$ cat src/amcf_pkg.sv
`timescale 1ns / 1ps
// Package for the audio module command framer.
// Holds payload structs, queue job type, operation and register codes, frame bytes.
package amcf_pkg;

    typedef struct packed {
        logic [2:0] operation;
        logic [7:0] value;
    } t_in_item;

    typedef struct packed {
        logic [7:0] frame_byte;
        logic       end_of_frame;
        logic       last;
    } t_out_item;

    localparam logic [2:0] OP_TICK   = 3'd0;
    localparam logic [2:0] OP_INIT   = 3'd1;
    localparam logic [2:0] OP_PLAY   = 3'd2;
    localparam logic [2:0] OP_STOP   = 3'd3;
    localparam logic [2:0] OP_VOLUME = 3'd4;

    localparam int CFG_INDEX_W = 2;
    localparam int CFG_DATA_W  = 16;
    localparam logic [CFG_INDEX_W-1:0] CFG_REPEAT_GUARD = 2'd0;
    localparam logic [CFG_INDEX_W-1:0] CFG_MAX_VOLUME   = 2'd1;
    localparam logic [CFG_INDEX_W-1:0] CFG_INIT_VOLUME  = 2'd2;
    localparam logic [CFG_INDEX_W-1:0] CFG_INIT_DEVICE  = 2'd3;

    localparam logic [15:0] RST_REPEAT_GUARD = 16'd250;
    localparam logic [7:0]  RST_MAX_VOLUME   = 8'd30;
    localparam logic [7:0]  RST_INIT_VOLUME  = 8'd30;
    localparam logic [7:0]  RST_INIT_DEVICE  = 8'd2;

    localparam logic [7:0] FRAME_START = 8'h7E;
    localparam logic [7:0] FRAME_VER   = 8'hFF;
    localparam logic [7:0] FRAME_LEN   = 8'h06;
    localparam logic [7:0] FRAME_PAD   = 8'h00;
    localparam logic [7:0] FRAME_END   = 8'hEF;
    localparam logic [7:0] PARAM_HIGH  = 8'h00;
    localparam logic [7:0] CMD_RESET   = 8'h0C;
    localparam logic [7:0] CMD_SELECT  = 8'h09;
    localparam logic [7:0] CMD_VOLUME  = 8'h06;
    localparam logic [7:0] CMD_STOP    = 8'h16;
    localparam logic [7:0] CMD_PLAY    = 8'h03;
    localparam logic [7:0] NO_TRACK    = 8'hFF;

    localparam logic [3:0] BYTE_LAST = 4'd9;

    typedef enum logic [2:0] {
        JOB_INIT,
        JOB_PLAY,
        JOB_STOP_PLAY,
        JOB_STOP,
        JOB_VOLUME
    } t_job_kind;

    typedef struct packed {
        t_job_kind  kind;
        logic [7:0] p0;
        logic [7:0] p1;
    } t_job;

endpackage

$ cat src/amcf_front.sv
`timescale 1ns / 1ps
// Front end: accepts command words, keeps player state and config registers,
// and queues frame jobs. Depends on amcf_pkg.
module amcf_front (
    input  logic                               i_clk,
    input  logic                               i_rst_n,
    input  logic                               i_in_valid,
    input  amcf_pkg::t_in_item                 i_in,
    input  logic                               i_q_full,
    output logic                               o_accept,
    output logic                               o_push,
    output amcf_pkg::t_job                     o_job,
    input  logic                               i_cfg_valid,
    input  logic [amcf_pkg::CFG_INDEX_W-1:0]   i_cfg_index,
    input  logic [amcf_pkg::CFG_DATA_W-1:0]    i_cfg_data
);

    logic [15:0] r_guard;
    logic [7:0]  r_max_vol;
    logic [7:0]  r_init_vol;
    logic [7:0]  r_init_dev;
    logic        r_ready, n_ready;
    logic [7:0]  r_track, n_track;
    logic [31:0] r_play_time, n_play_time;
    logic [31:0] r_now, n_now;
    logic [31:0] elapsed;
    logic        repeat_hit;
    logic [7:0]  vol_clamped;

    assign o_accept    = i_in_valid && !i_q_full;
    assign elapsed     = r_now - r_play_time;
    assign repeat_hit  = (i_in.value == r_track) && (elapsed < {16'd0, r_guard});
    assign vol_clamped = (i_in.value > r_max_vol) ? r_max_vol : i_in.value;

    always_comb begin
        n_ready     = r_ready;
        n_track     = r_track;
        n_play_time = r_play_time;
        n_now       = r_now;
        o_push      = 1'b0;
        o_job.kind  = amcf_pkg::JOB_STOP;
        o_job.p0    = i_in.value;
        o_job.p1    = r_init_vol;
        if (o_accept) begin
            case (i_in.operation)
                amcf_pkg::OP_TICK: begin
                    n_now = r_now + 32'd1;
                end
                amcf_pkg::OP_INIT: begin
                    o_push      = 1'b1;
                    o_job.kind  = amcf_pkg::JOB_INIT;
                    o_job.p0    = r_init_dev;
                    n_ready     = 1'b1;
                    n_track     = amcf_pkg::NO_TRACK;
                    n_play_time = 32'd0;
                end
                amcf_pkg::OP_PLAY: begin
                    if (r_ready && (i_in.value != 8'd0) && !repeat_hit) begin
                        o_push      = 1'b1;
                        o_job.kind  = (r_track != amcf_pkg::NO_TRACK) ?
                                      amcf_pkg::JOB_STOP_PLAY : amcf_pkg::JOB_PLAY;
                        n_track     = i_in.value;
                        n_play_time = r_now;
                    end
                end
                amcf_pkg::OP_STOP: begin
                    if (r_ready) begin
                        o_push     = 1'b1;
                        o_job.kind = amcf_pkg::JOB_STOP;
                        n_track    = amcf_pkg::NO_TRACK;
                    end
                end
                amcf_pkg::OP_VOLUME: begin
                    if (r_ready) begin
                        o_push     = 1'b1;
                        o_job.kind = amcf_pkg::JOB_VOLUME;
                        o_job.p0   = vol_clamped;
                    end
                end
                default: begin
                end
            endcase
        end
    end

    always_ff @(posedge i_clk) begin
        if (!i_rst_n) begin
            r_ready     <= 1'b0;
            r_track     <= amcf_pkg::NO_TRACK;
            r_play_time <= 32'd0;
            r_now       <= 32'd0;
            r_guard     <= amcf_pkg::RST_REPEAT_GUARD;
            r_max_vol   <= amcf_pkg::RST_MAX_VOLUME;
            r_init_vol  <= amcf_pkg::RST_INIT_VOLUME;
            r_init_dev  <= amcf_pkg::RST_INIT_DEVICE;
        end else begin
            r_ready     <= n_ready;
            r_track     <= n_track;
            r_play_time <= n_play_time;
            r_now       <= n_now;
            if (i_cfg_valid) begin
                case (i_cfg_index)
                    amcf_pkg::CFG_REPEAT_GUARD: r_guard    <= i_cfg_data;
                    amcf_pkg::CFG_MAX_VOLUME:   r_max_vol  <= i_cfg_data[7:0];
                    amcf_pkg::CFG_INIT_VOLUME:  r_init_vol <= i_cfg_data[7:0];
                    amcf_pkg::CFG_INIT_DEVICE:  r_init_dev <= i_cfg_data[7:0];
                    default: begin
                    end
                endcase
            end
        end
    end

endmodule

$ cat src/amcf_queue.sv
`timescale 1ns / 1ps
// Job queue between front end and serializer.
// Small register FIFO of amcf_pkg::t_job entries.
module amcf_queue #(
    parameter int DEPTH = 2
) (
    input  logic           i_clk,
    input  logic           i_rst_n,
    input  logic           i_push,
    input  amcf_pkg::t_job i_job,
    input  logic           i_pop,
    output logic           o_valid,
    output logic           o_full,
    output amcf_pkg::t_job o_job
);

    localparam int PTR_W = $clog2(DEPTH);
    localparam int CNT_W = $clog2(DEPTH + 1);
    localparam logic [PTR_W-1:0] PTR_MAX = PTR_W'(DEPTH - 1);
    localparam logic [CNT_W-1:0] CNT_FULL = CNT_W'(DEPTH);

    amcf_pkg::t_job   r_mem [DEPTH];
    logic [PTR_W-1:0] r_wr, r_rd;
    logic [CNT_W-1:0] r_cnt;
    logic             do_push, do_pop;

    assign o_valid = (r_cnt != '0);
    assign o_full  = (r_cnt == CNT_FULL);
    assign o_job   = r_mem[r_rd];
    assign do_push = i_push && !o_full;
    assign do_pop  = i_pop && o_valid;

    always_ff @(posedge i_clk) begin
        if (do_push) begin
            r_mem[r_wr] <= i_job;
        end
    end

    always_ff @(posedge i_clk) begin
        if (!i_rst_n) begin
            r_wr  <= '0;
            r_rd  <= '0;
            r_cnt <= '0;
        end else begin
            if (do_push) begin
                r_wr <= (r_wr == PTR_MAX) ? '0 : r_wr + PTR_W'(1);
            end
            if (do_pop) begin
                r_rd <= (r_rd == PTR_MAX) ? '0 : r_rd + PTR_W'(1);
            end
            case ({do_push, do_pop})
                2'b10:   r_cnt <= r_cnt + CNT_W'(1);
                2'b01:   r_cnt <= r_cnt - CNT_W'(1);
                default: r_cnt <= r_cnt;
            endcase
        end
    end

endmodule

$ cat src/amcf_back.sv
`timescale 1ns / 1ps
// Serializer: turns queued jobs into checksummed 10-byte frames, one
// word per unstalled cycle into an output register. Uses amcf_pkg.
module amcf_back (
    input  logic                i_clk,
    input  logic                i_rst_n,
    input  logic                i_q_valid,
    input  amcf_pkg::t_job      i_q_job,
    output logic                o_pop,
    output logic                o_out_valid,
    output amcf_pkg::t_out_item o_out,
    input  logic                i_out_stall
);

    logic                r_busy, n_busy;
    amcf_pkg::t_job      r_job;
    logic [1:0]          r_frame, n_frame;
    logic [3:0]          r_byte, n_byte;
    logic                r_out_valid;
    amcf_pkg::t_out_item r_out;
    logic                emit;
    logic [1:0]          frame_last;
    logic [7:0]          cmd, param_lo;
    logic [15:0]         sum, ck;
    logic [7:0]          cur_byte;
    logic                job_done;

    assign emit     = r_busy && (!r_out_valid || !i_out_stall);
    assign job_done = (r_frame == frame_last) && (r_byte == amcf_pkg::BYTE_LAST);
    assign o_pop    = i_q_valid && (!r_busy || (emit && job_done));

    always_comb begin
        frame_last = 2'd0;
        cmd        = amcf_pkg::CMD_STOP;
        param_lo   = 8'd0;
        case (r_job.kind)
            amcf_pkg::JOB_INIT: begin
                frame_last = 2'd3;
                case (r_frame)
                    2'd0:    cmd = amcf_pkg::CMD_RESET;
                    2'd1: begin
                        cmd      = amcf_pkg::CMD_SELECT;
                        param_lo = r_job.p0;
                    end
                    2'd2: begin
                        cmd      = amcf_pkg::CMD_VOLUME;
                        param_lo = r_job.p1;
                    end
                    default: cmd = amcf_pkg::CMD_STOP;
                endcase
            end
            amcf_pkg::JOB_STOP_PLAY: begin
                frame_last = 2'd1;
                if (r_frame != 2'd0) begin
                    cmd      = amcf_pkg::CMD_PLAY;
                    param_lo = r_job.p0;
                end
            end
            amcf_pkg::JOB_PLAY: begin
                cmd      = amcf_pkg::CMD_PLAY;
                param_lo = r_job.p0;
            end
            amcf_pkg::JOB_VOLUME: begin
                cmd      = amcf_pkg::CMD_VOLUME;
                param_lo = r_job.p0;
            end
            default: begin
            end
        endcase
    end

    assign sum = {8'd0, amcf_pkg::FRAME_VER} + {8'd0, amcf_pkg::FRAME_LEN} + {8'd0, cmd}
               + {8'd0, amcf_pkg::PARAM_HIGH} + {8'd0, param_lo};
    assign ck  = 16'd0 - sum;

    always_comb begin
        case (r_byte)
            4'd0:    cur_byte = amcf_pkg::FRAME_START;
            4'd1:    cur_byte = amcf_pkg::FRAME_VER;
            4'd2:    cur_byte = amcf_pkg::FRAME_LEN;
            4'd3:    cur_byte = cmd;
            4'd4:    cur_byte = amcf_pkg::FRAME_PAD;
            4'd5:    cur_byte = amcf_pkg::PARAM_HIGH;
            4'd6:    cur_byte = param_lo;
            4'd7:    cur_byte = ck[15:8];
            4'd8:    cur_byte = ck[7:0];
            default: cur_byte = amcf_pkg::FRAME_END;
        endcase
    end

    always_comb begin
        n_busy  = r_busy;
        n_frame = r_frame;
        n_byte  = r_byte;
        if (emit) begin
            if (r_byte == amcf_pkg::BYTE_LAST) begin
                n_byte  = 4'd0;
                n_frame = r_frame + 2'd1;
            end else begin
                n_byte = r_byte + 4'd1;
            end
            if (job_done) begin
                n_busy  = 1'b0;
                n_frame = 2'd0;
            end
        end
        if (o_pop) begin
            n_busy  = 1'b1;
            n_frame = 2'd0;
            n_byte  = 4'd0;
        end
    end

    always_ff @(posedge i_clk) begin
        if (o_pop) begin
            r_job <= i_q_job;
        end
        if (emit) begin
            r_out.frame_byte   <= cur_byte;
            r_out.end_of_frame <= (r_byte == amcf_pkg::BYTE_LAST);
            r_out.last         <= job_done;
        end
    end

    always_ff @(posedge i_clk) begin
        if (!i_rst_n) begin
            r_busy      <= 1'b0;
            r_frame     <= 2'd0;
            r_byte      <= 4'd0;
            r_out_valid <= 1'b0;
        end else begin
            r_busy  <= n_busy;
            r_frame <= n_frame;
            r_byte  <= n_byte;
            if (emit) begin
                r_out_valid <= 1'b1;
            end else if (!i_out_stall) begin
                r_out_valid <= 1'b0;
            end
        end
    end

    assign o_out_valid = r_out_valid;
    assign o_out       = r_out;

endmodule

$ cat src/audio_module_command_framer.sv
`timescale 1ns / 1ps
// Top level of the audio module command framer: front end, job queue, serializer.
// Depends on amcf_pkg, amcf_front, amcf_queue, amcf_back.
//
//  channel  | handshake                     | payload
//  ---------+-------------------------------+-----------------------------------
//  in       | i_in_valid / o_in_stall       | i_in  (operation, value)
//  out      | o_out_valid / i_out_stall     | o_out (frame_byte, end_of_frame, last)
//  cfg      | i_cfg_valid / o_cfg_ready     | i_cfg_index, i_cfg_data
//
// A command word is taken whenever the job queue has room; ticks and ignored
// commands queue no job. The serializer emits one word per cycle unless the
// output stalls, 10 words per frame: 4 frames for init, 2 for a play while a
// track is recorded, 1 for any other frame command.
// Reset is synchronous, active low. Output stall holds the output register and
// the serializer; input stall rises only when the queue is full.
module audio_module_command_framer #(
    parameter int QUEUE_DEPTH = 2
) (
    input  logic                              i_clk,
    input  logic                              i_rst_n,
    input  logic                              i_in_valid,
    output logic                              o_in_stall,
    input  amcf_pkg::t_in_item                i_in,
    output logic                              o_out_valid,
    input  logic                              i_out_stall,
    output amcf_pkg::t_out_item               o_out,
    input  logic                              i_cfg_valid,
    output logic                              o_cfg_ready,
    input  logic [amcf_pkg::CFG_INDEX_W-1:0]  i_cfg_index,
    input  logic [amcf_pkg::CFG_DATA_W-1:0]   i_cfg_data
);

    logic           q_full, q_valid, q_pop, f_push, f_accept;
    amcf_pkg::t_job f_job, q_job;

    assign o_cfg_ready = 1'b1;
    assign o_in_stall  = q_full;

    amcf_front u_front (
        .i_clk       (i_clk),
        .i_rst_n     (i_rst_n),
        .i_in_valid  (i_in_valid),
        .i_in        (i_in),
        .i_q_full    (q_full),
        .o_accept    (f_accept),
        .o_push      (f_push),
        .o_job       (f_job),
        .i_cfg_valid (i_cfg_valid && o_cfg_ready),
        .i_cfg_index (i_cfg_index),
        .i_cfg_data  (i_cfg_data)
    );

    amcf_queue #(
        .DEPTH (QUEUE_DEPTH)
    ) u_queue (
        .i_clk   (i_clk),
        .i_rst_n (i_rst_n),
        .i_push  (f_push && f_accept),
        .i_job   (f_job),
        .i_pop   (q_pop),
        .o_valid (q_valid),
        .o_full  (q_full),
        .o_job   (q_job)
    );

    amcf_back u_back (
        .i_clk       (i_clk),
        .i_rst_n     (i_rst_n),
        .i_q_valid   (q_valid),
        .i_q_job     (q_job),
        .o_pop       (q_pop),
        .o_out_valid (o_out_valid),
        .o_out       (o_out),
        .i_out_stall (i_out_stall)
    );

endmodule
$ cat config.mk
export PLATFORM = sky130hd
export DESIGN_NAME = audio_module_command_framer
export DESIGN_NICKNAME = d
export VERILOG_FILES = /design/src/amcf_pkg.sv /design/src/amcf_front.sv /design/src/amcf_queue.sv /design/src/amcf_back.sv /design/src/audio_module_command_framer.sv
export SDC_FILE = /design/constraint.sdc
export NUM_CORES = 1
export LEC_CHECK = 0
export BUFFER_PORTS_ARGS = -buffer_cell sky130_fd_sc_hd__buf_2
export CAP_MARGIN = 25
export CELL_PAD_IN_SITES_DETAIL_PLACEMENT = 1
export CELL_PAD_IN_SITES_GLOBAL_PLACEMENT = 1
export CORE_AREA = 5 5 176 178
export CTS_CLUSTER_SIZE = 14
export DETAILED_ROUTE_END_ITERATION = 7
export DIE_AREA = 0 0 181 183
export PLACE_DENSITY = 0.74
export SYNTH_ARGS = -nofsm -noshare
export SYNTH_HDL_FRONTEND = slang
export SYNTH_SLANG_ARGS = --single-unit
$ cat constraint.sdc
create_clock -name i_clk -period 4.7 [get_ports i_clk]
set_input_delay 0.94 -clock i_clk [delete_from_list [all_inputs] [get_ports i_clk]]
set_output_delay 0.94 -clock i_clk [all_outputs]
set_load 0.02 [all_outputs]
== Word level (Yosys, flattened, before mapping) ==
Memory sizes are Yosys's and may differ from the RTL's. A register that Yosys moved wholly into a read port is not among the register bits.
Index checks and enable logic that the tools add are counted.
Operators by class
  $add $sub $neg: 11
  $lt $le $gt $ge: 2
  eq/ne operators: 30
  muxes and demuxes: 37
  bitwise operators: 1
  reduce and logical (&&, ||, !) cells: 46
Operators by type and width (number)
  $pmux 32 s2: 1
  $pmux 8 s8: 1
  $pmux 8 s3: 2
  $add 32x1->32 const B: 1
  $lt 32x16->1: 1
  $mux 32: 1
  $mux 8: 4
  $pmux 8 s2: 2
  $pmux 8 s4: 1
  $sub 32x32->32: 1
  $mux 11: 2
  $add 16x8->16: 1
  $eq 4x3->1 const B: 4
  $reduce_and 2->1: 8
  $sub 1x16->16 const A: 1
  $pmux 5 s3: 1
  $reduce_bool 2->1: 7
  $mux 1: 12
  $logic_and 1x1->1: 11
  $add 9x8->10 const A: 1
  $eq 2x2->1 const B: 5
  $eq 3x2->1 const B: 3
  $pmux 3 s3: 1
  $eq 4x2->1 const B: 2
  31 further kinds: 53
Word-level totals
  register bits after elaboration: 135
  bits in writable memories: 38
  input bits: 34
  output and inout port bits: 13
  word-level logic and storage cells: 146
  memories: 1
Memories
  u_queue.r_mem: depth 2, width 19, rd ports 1, clocked after memory_dff 1, write ports 1, line amcf_queue.sv:22  | amcf_pkg::t_job r_mem [DEPTH];

== Longest topological paths before layout ==
  word-level depth: 12
  depth in mapped cells: 22
  gate-level depth less buffers: 22

== Hierarchy ==
From an unflattened synthesis, not the netlist that was laid out.
Unflattened totals
  cells, all modules: 1202
  area total of the unflattened synthesis: 11089.4 um^2
Modules (own cells, without submodules)
  amcf_front: times used 1, cells an instance 898, area an instance 7164.4 um^2, sequential area each 2262.2 um^2
  amcf_back: times used 1, cells an instance 216, area an instance 2303.5 um^2, sequential area each 1031.0 um^2
  amcf_queue: times used 1, cells an instance 85, area an instance 1604.0 um^2, sequential area each 1241.2 um^2
  audio_module_command_framer: times used 1, cells an instance 3, area an instance 17.5 um^2, sequential area each 0.0 um^2

== Worst setup path before layout ==
OpenSTA, ideal clock, no wires.
  path kind: register to register
  start: register u_front.r_now[0]
  end: register u_queue.r_cnt[1]
  setup time: 76 ps
  arrival: 5004 ps
  data required time: 4624 ps
  path slack: -380 ps
  cell stages (with the launch flop): 21
  path buffers: 0
  clock period less this slack: 5080 ps
  cells stage by stage: dfxtp_1 -> inv_1 -> ha_1 -> fa_1 -> nand2b_1 -> a21oi_2 -> o22ai_2 -> o311ai_4 -> xor2_1 -> ha_1 -> nand4_1 -> nor3_1 -> or4_1 -> nor4_1 -> nand4_1 -> and4bb_1 -> or4b_4 -> a21oi_1 -> ha_1 -> or3_1 -> a21boi_0
On the way
  longest elaborated chain between the ends: 12
  elaborated cells between the ends (all ways): 14
  classes of those cells: add/sub (1); order compare (1); eq/ne (2); mux (4); reduce/logical (6)
Ends and longest elaborated chain
  from (decl): line amcf_front.sv:25  | logic [31:0] r_now, n_now;
  from (signal assigned): line amcf_front.sv:100  | r_now <= n_now;
  $sub 32x32->32 (*): line amcf_front.sv:31  | assign elapsed = r_now - r_play_time;
  $lt 32x16->1 (*): line amcf_front.sv:32  | assign repeat_hit = (i_in.value == r_track) && (elapsed < {16'd0, r_guard});
  $logic_and 1x1->1 (*): line amcf_front.sv:32
  $logic_not 1->1 (*): line amcf_front.sv:58  | if (r_ready && (i_in.value != 8'd0) && !repeat_hit) begin
  $logic_and 1x1->1 (*): line amcf_front.sv:58
  $mux 1 (*): line amcf_front.sv:58
  $pmux 1 s3 (*): line amcf_front.sv:45  | case (i_in.operation)
  $mux 1 (*): line amcf_front.sv:44  | if (o_accept) begin
  $logic_and 1x1->1 (*): line audio_module_command_framer.sv:59  | .i_push (f_push && f_accept),
  $logic_and 1x1->1 (*): line amcf_queue.sv:30  | assign do_push = i_push && !o_full;
  $eq 2x1->1 / $eq 2x2->1 (equally long branches): line amcf_queue.sv:51  | case ({do_push, do_pop})
  $pmux 2 s2 / $reduce_bool 2->1 (equally long branches)
  to (signal assigned): line amcf_queue.sv:52  | 2'b10: r_cnt <= r_cnt + CNT_W'(1);
  to (signal assigned): line amcf_queue.sv:53  | 2'b01: r_cnt <= r_cnt - CNT_W'(1);
  to (signal assigned): line amcf_queue.sv:54  | default: r_cnt <= r_cnt;
  to (decl): line amcf_queue.sv:24  | logic [CNT_W-1:0] r_cnt;
Every way passes the cells marked *; elsewhere a longest branch is shown, timed or not.
A chain may end at the register's enable or synchronous reset.

== Worst setup path after layout ==
Ends and elaborated chain as after synthesis.

==> summary.txt <==
Power and ir drop
  • Leakage power: 0.00536 uW
  • PD cells: 326 nW/um^2
  • Seq pwr share: 0.451
  • Internal: 3060 uW
  • Logic pwr share: 0.217
  • Clock network fraction of total power: 0.332
  • Switching power: 1340 uW
  • Worst vdd ir: 0.197 mV
  • Switching fraction of total power: 0.305

GRT
  • Largest net degree at the start of global routing: 58
  • First-pass GRT wire length: 51900 um
  • Gr usage total: 0.191
  • Remaining global-route overflow: 0
  • Vias in the first global route: 10200
  • Antenna violations before repair: 0

Drt
  • Post-DR wirelength/cell: 17.9 um
  • DRC: 0
  • Detail Route Antenna Nets: 0
  • Iteration-0 DRC Markers: 457
  • DRT Pass-1 Iters: 5
  • Vias: 9729
  • Number of vias per cell: 5.38
  • Routed WL: 32300 um

STA
  • Final critical-path share of the clock period: 1.04
  • RSZ-0062 raised after global routing: yes
  • Fin. Hold Viols: 0
  • FMAX: 204 MHz
  • Final number of setup-violating endpoints: 2
  • Post-route setup slack: -0.196 ns
  • Setup Skew: 0.0111 ns
  • Worst slew pin tran: 0.911 ns
  • Final min period: 4.90 ns
  • Max Slew Vio Count: 0
  • Slew margin rel.: 0.392

Clock network
  • CTS Hold Buffers Added: 0
  • Max Buffers Root-to-Sink: 2
  • Clk sinks: 192
  • Worst-Skew Late Latency: 0.44 ns
  • H-tree Lvls: 4
  • Worst-path clk slew: 0.08 ns
  • Num CTS Buffers: 17
  • Root Driver: clkbuf_16
  • CTS tree: done

Worst hold path
  • Type of the tightest min-delay check: reg -> reg
  • Hold depth: 2

Floorplan
  • Die ar.: 33100 um^2
  • FP Rows: 63
  • Core Area: 29200 um^2
  • Die height: 183 um
  • Die W: 181 um
  • Starting density of the core: 0.392
  • IO Pins: 47

Status
  • Status: complete, but fails checks
  • Failing checks: setup timing

Synthesis
  • Register area share after synthesis: 0.394
  • Syn Inst Count: 1300
  • Post-Syn Area: 11500 um^2
  • Asr flop ratio synth: 0
  • Avg Inst Size Synth: 8.82 um^2
  • Synthesized flop and latch total: 192
  • Distinct cells, synth: 74
  • EDFF count, synth: 67
  • Top FF cell, synth: dfxtp_1
  • Yosys warns: 0

Setup path
  • Critical path endpoint category: flop
  • CP startpoint: u_front.r_now[0]
  • CP required: 5.07 ns
  • R2r setup slk: -0.20 ns
  • RR Startpoint: u_front.r_now[0]
  • Crit Path Category: reg -> reg
  • CP arrival: 5.26 ns
  • Crit path to: u_queue.r_cnt[1]
  • Crit start category: flop
  • Critical R2R Capture: u_queue.r_cnt[1]
  • Crit-path max FO: 3
  • Worst r2r path cells: 23

Job
  • Max cap viols: 0

Place
  • Gpl congestion: 0.876
  • Setup Slack @ Placement: -0.185 ns
  • Post-placement cell area: 12700 um^2
  • IO Port Bufs: 45
  • Hpwl dp: 24200 um

Finish
  • Fill cells: 3409
  • Commonest non-fill, non-tap cells in the layout: 218 x nand2_1, 124 x dfxtp_1, 85 x buf_4
  • Final non-filler cell area: 13500 um^2
  • Final-stage net count: 1518
  • Proportion of layout cells with a drive suffix above 1: 0.173
  • Area delta synth->final: 17.9%
  • Commonest non-fill, non-tap cell in the layout: nand2_1
  • # diodes: 0
  • Reg area: 4520 um^2
  • Multi-input gate area: 6600 um^2
timing repair:
item,CTS,global route
setup buffers,2,7
pin swaps,1,27
cloned,0,4
setup endpoints to repair,79,85
resized for setup,8,23
state kept, by name (all words and copies together) (netlist names):
register             flops
u_back.o_out_valid       1
u_front.r_play_time     32
u_back.o_out            10
u_front.r_guard         16
u_front.r_now           32
u_back.r_byte            4
u_front.r_init_dev       8
u_back.r_job            19
u_queue.r_mem           38
u_front.r_max_vol        8
u_queue.r_wr             1
u_back.r_frame           2
u_queue.r_rd             1
u_front.r_init_vol       8
u_front.r_ready          1
u_queue.r_cnt            2
u_back.r_busy            1
u_front.r_track          8
synth_stat cells, drive strengths merged, types with 4 or more instances:
cell type  instances  share of area
xor2              25          0.019
dfxtp            125           0.22
nand3             29          0.013
a21o               8         0.0052
mux2              20          0.020
a21oi             78          0.036
nor3              22         0.0096
nor2b             26          0.014
o211ai            15         0.0098
mux2i             50          0.044
a22o               4         0.0031
nor4              11         0.0065
nand2b            12         0.0065
and2              27          0.015
or2                5         0.0027
xnor2             36          0.027
o21ai             62          0.027
o31ai              7         0.0046
a21boi            32          0.021
nor2              71          0.023
edfxtp            67           0.18
ha                76          0.083
nand4             25          0.014
o21a              14         0.0092
clkbuf            41          0.013
a22oi             14         0.0092
o22ai              7         0.0044
inv               80          0.026
and3               8         0.0044
a211oi             6         0.0048
or3               16         0.0087
nand2            219          0.072
and4               6         0.0046
buf               15          0.011
layer usage:
metal | global-route usage | routed length, um
met4 | 0.0564 | 699
met5 | 0 | 0
met1 | 0.232 | 14000
met2 | 0.349 | 16600
met3 | 0.0305 | 1000
final cells by class:
class | count | area share
Clock inverter | 15 | 0.0114
Clock buffer | 17 | 0.0315
Inverter | 80 | 0.0222
Tap cell | 390 | 0.0361
Sequential cell | 192 | 0.334
Multi-Input combinational cell | 974 | 0.488
Timing Repair Buffer | 141 | 0.0770
worst max-delay path, cell delays in order, from the launching register on:
cell	delay [ns]
dfxtp_2	0.34
inv_2	0.05
ha_4	0.15
fa_2	0.33
nand2b_4	0.16
a21oi_4	0.21
o22ai_4	0.12
o311ai_4	0.33
xor2_1	0.19
ha_2	0.29
nand4_1	0.11
buf_4	0.15
a2111oi_4	0.04
o41ai_4	0.09
o31ai_1	0.15
nor4_1	0.27
nand4_1	0.13
and4bb_1	0.26
or4b_4	0.50
a21oi_4	0.19
ha_4	0.16
xnor2_2	0.08
or3_1	0.37
a21boi_1	0.15
worst min-delay path by stage:
stage,slack [ns],endpoint,start
2_1_floorplan,0.43,u_queue.r_mem[0][0],u_front.r_init_vol[0]
5_1_grt,0.49,u_front.r_play_time[17],u_front.r_play_time[17]
3_3_place_gp,0.43,u_queue.r_mem[0][7],u_front.r_init_vol[7]
6_report,0.46,u_front.r_play_time[4],u_front.r_play_time[4]
3_5_place_dp,0.45,u_front.r_play_time[30],u_front.r_play_time[30]
4_1_cts,0.46,u_front.r_play_time[4],u_front.r_play_time[4]
through the flow:
step	hold slack [ns]	TNS, ns	total power, uW	std cells	util
after floorplan	0.425	0	2680	1301	-
after global placement	0.434	-0.463	2920	1764	0.433
after detailed placement	0.449	-2.01	2960	1764	0.433
after CTS	0.463	-0.232	4440	1798	0.454
after global routing	0.488	-13.47	4650	1809	0.462
final	0.458	-0.280	4410	1809	0.462
power groups by stage:
stage / Clock [uW] / Combinational, uW / Sequential [uW]
2_1_floorplan: 0 / 717 / 1960
3_3_place_gp: 0 / 905 / 2020
3_5_place_dp: 0 / 940 / 2020
4_1_cts: 1500 / 949 / 1990
5_1_grt: 1570 / 1080 / 2000
6_report: 1460 / 955 / 1990
cell families after synthesis:
logic type | count (synthesis) | share of synthesized area
buffers and inverters | 136 | 0.0506
muxes | 70 | 0.0633
AOI/OAI and AO/OA | 273 | 0.156
other | 1 | 0.000327
DFF | 192 | 0.394
adders and majority gates | 78 | 0.0864
and+or+nand+nor | 489 | 0.203
xor gates and xnor gates | 61 | 0.0466
Power figures use the tool's default switching activity.
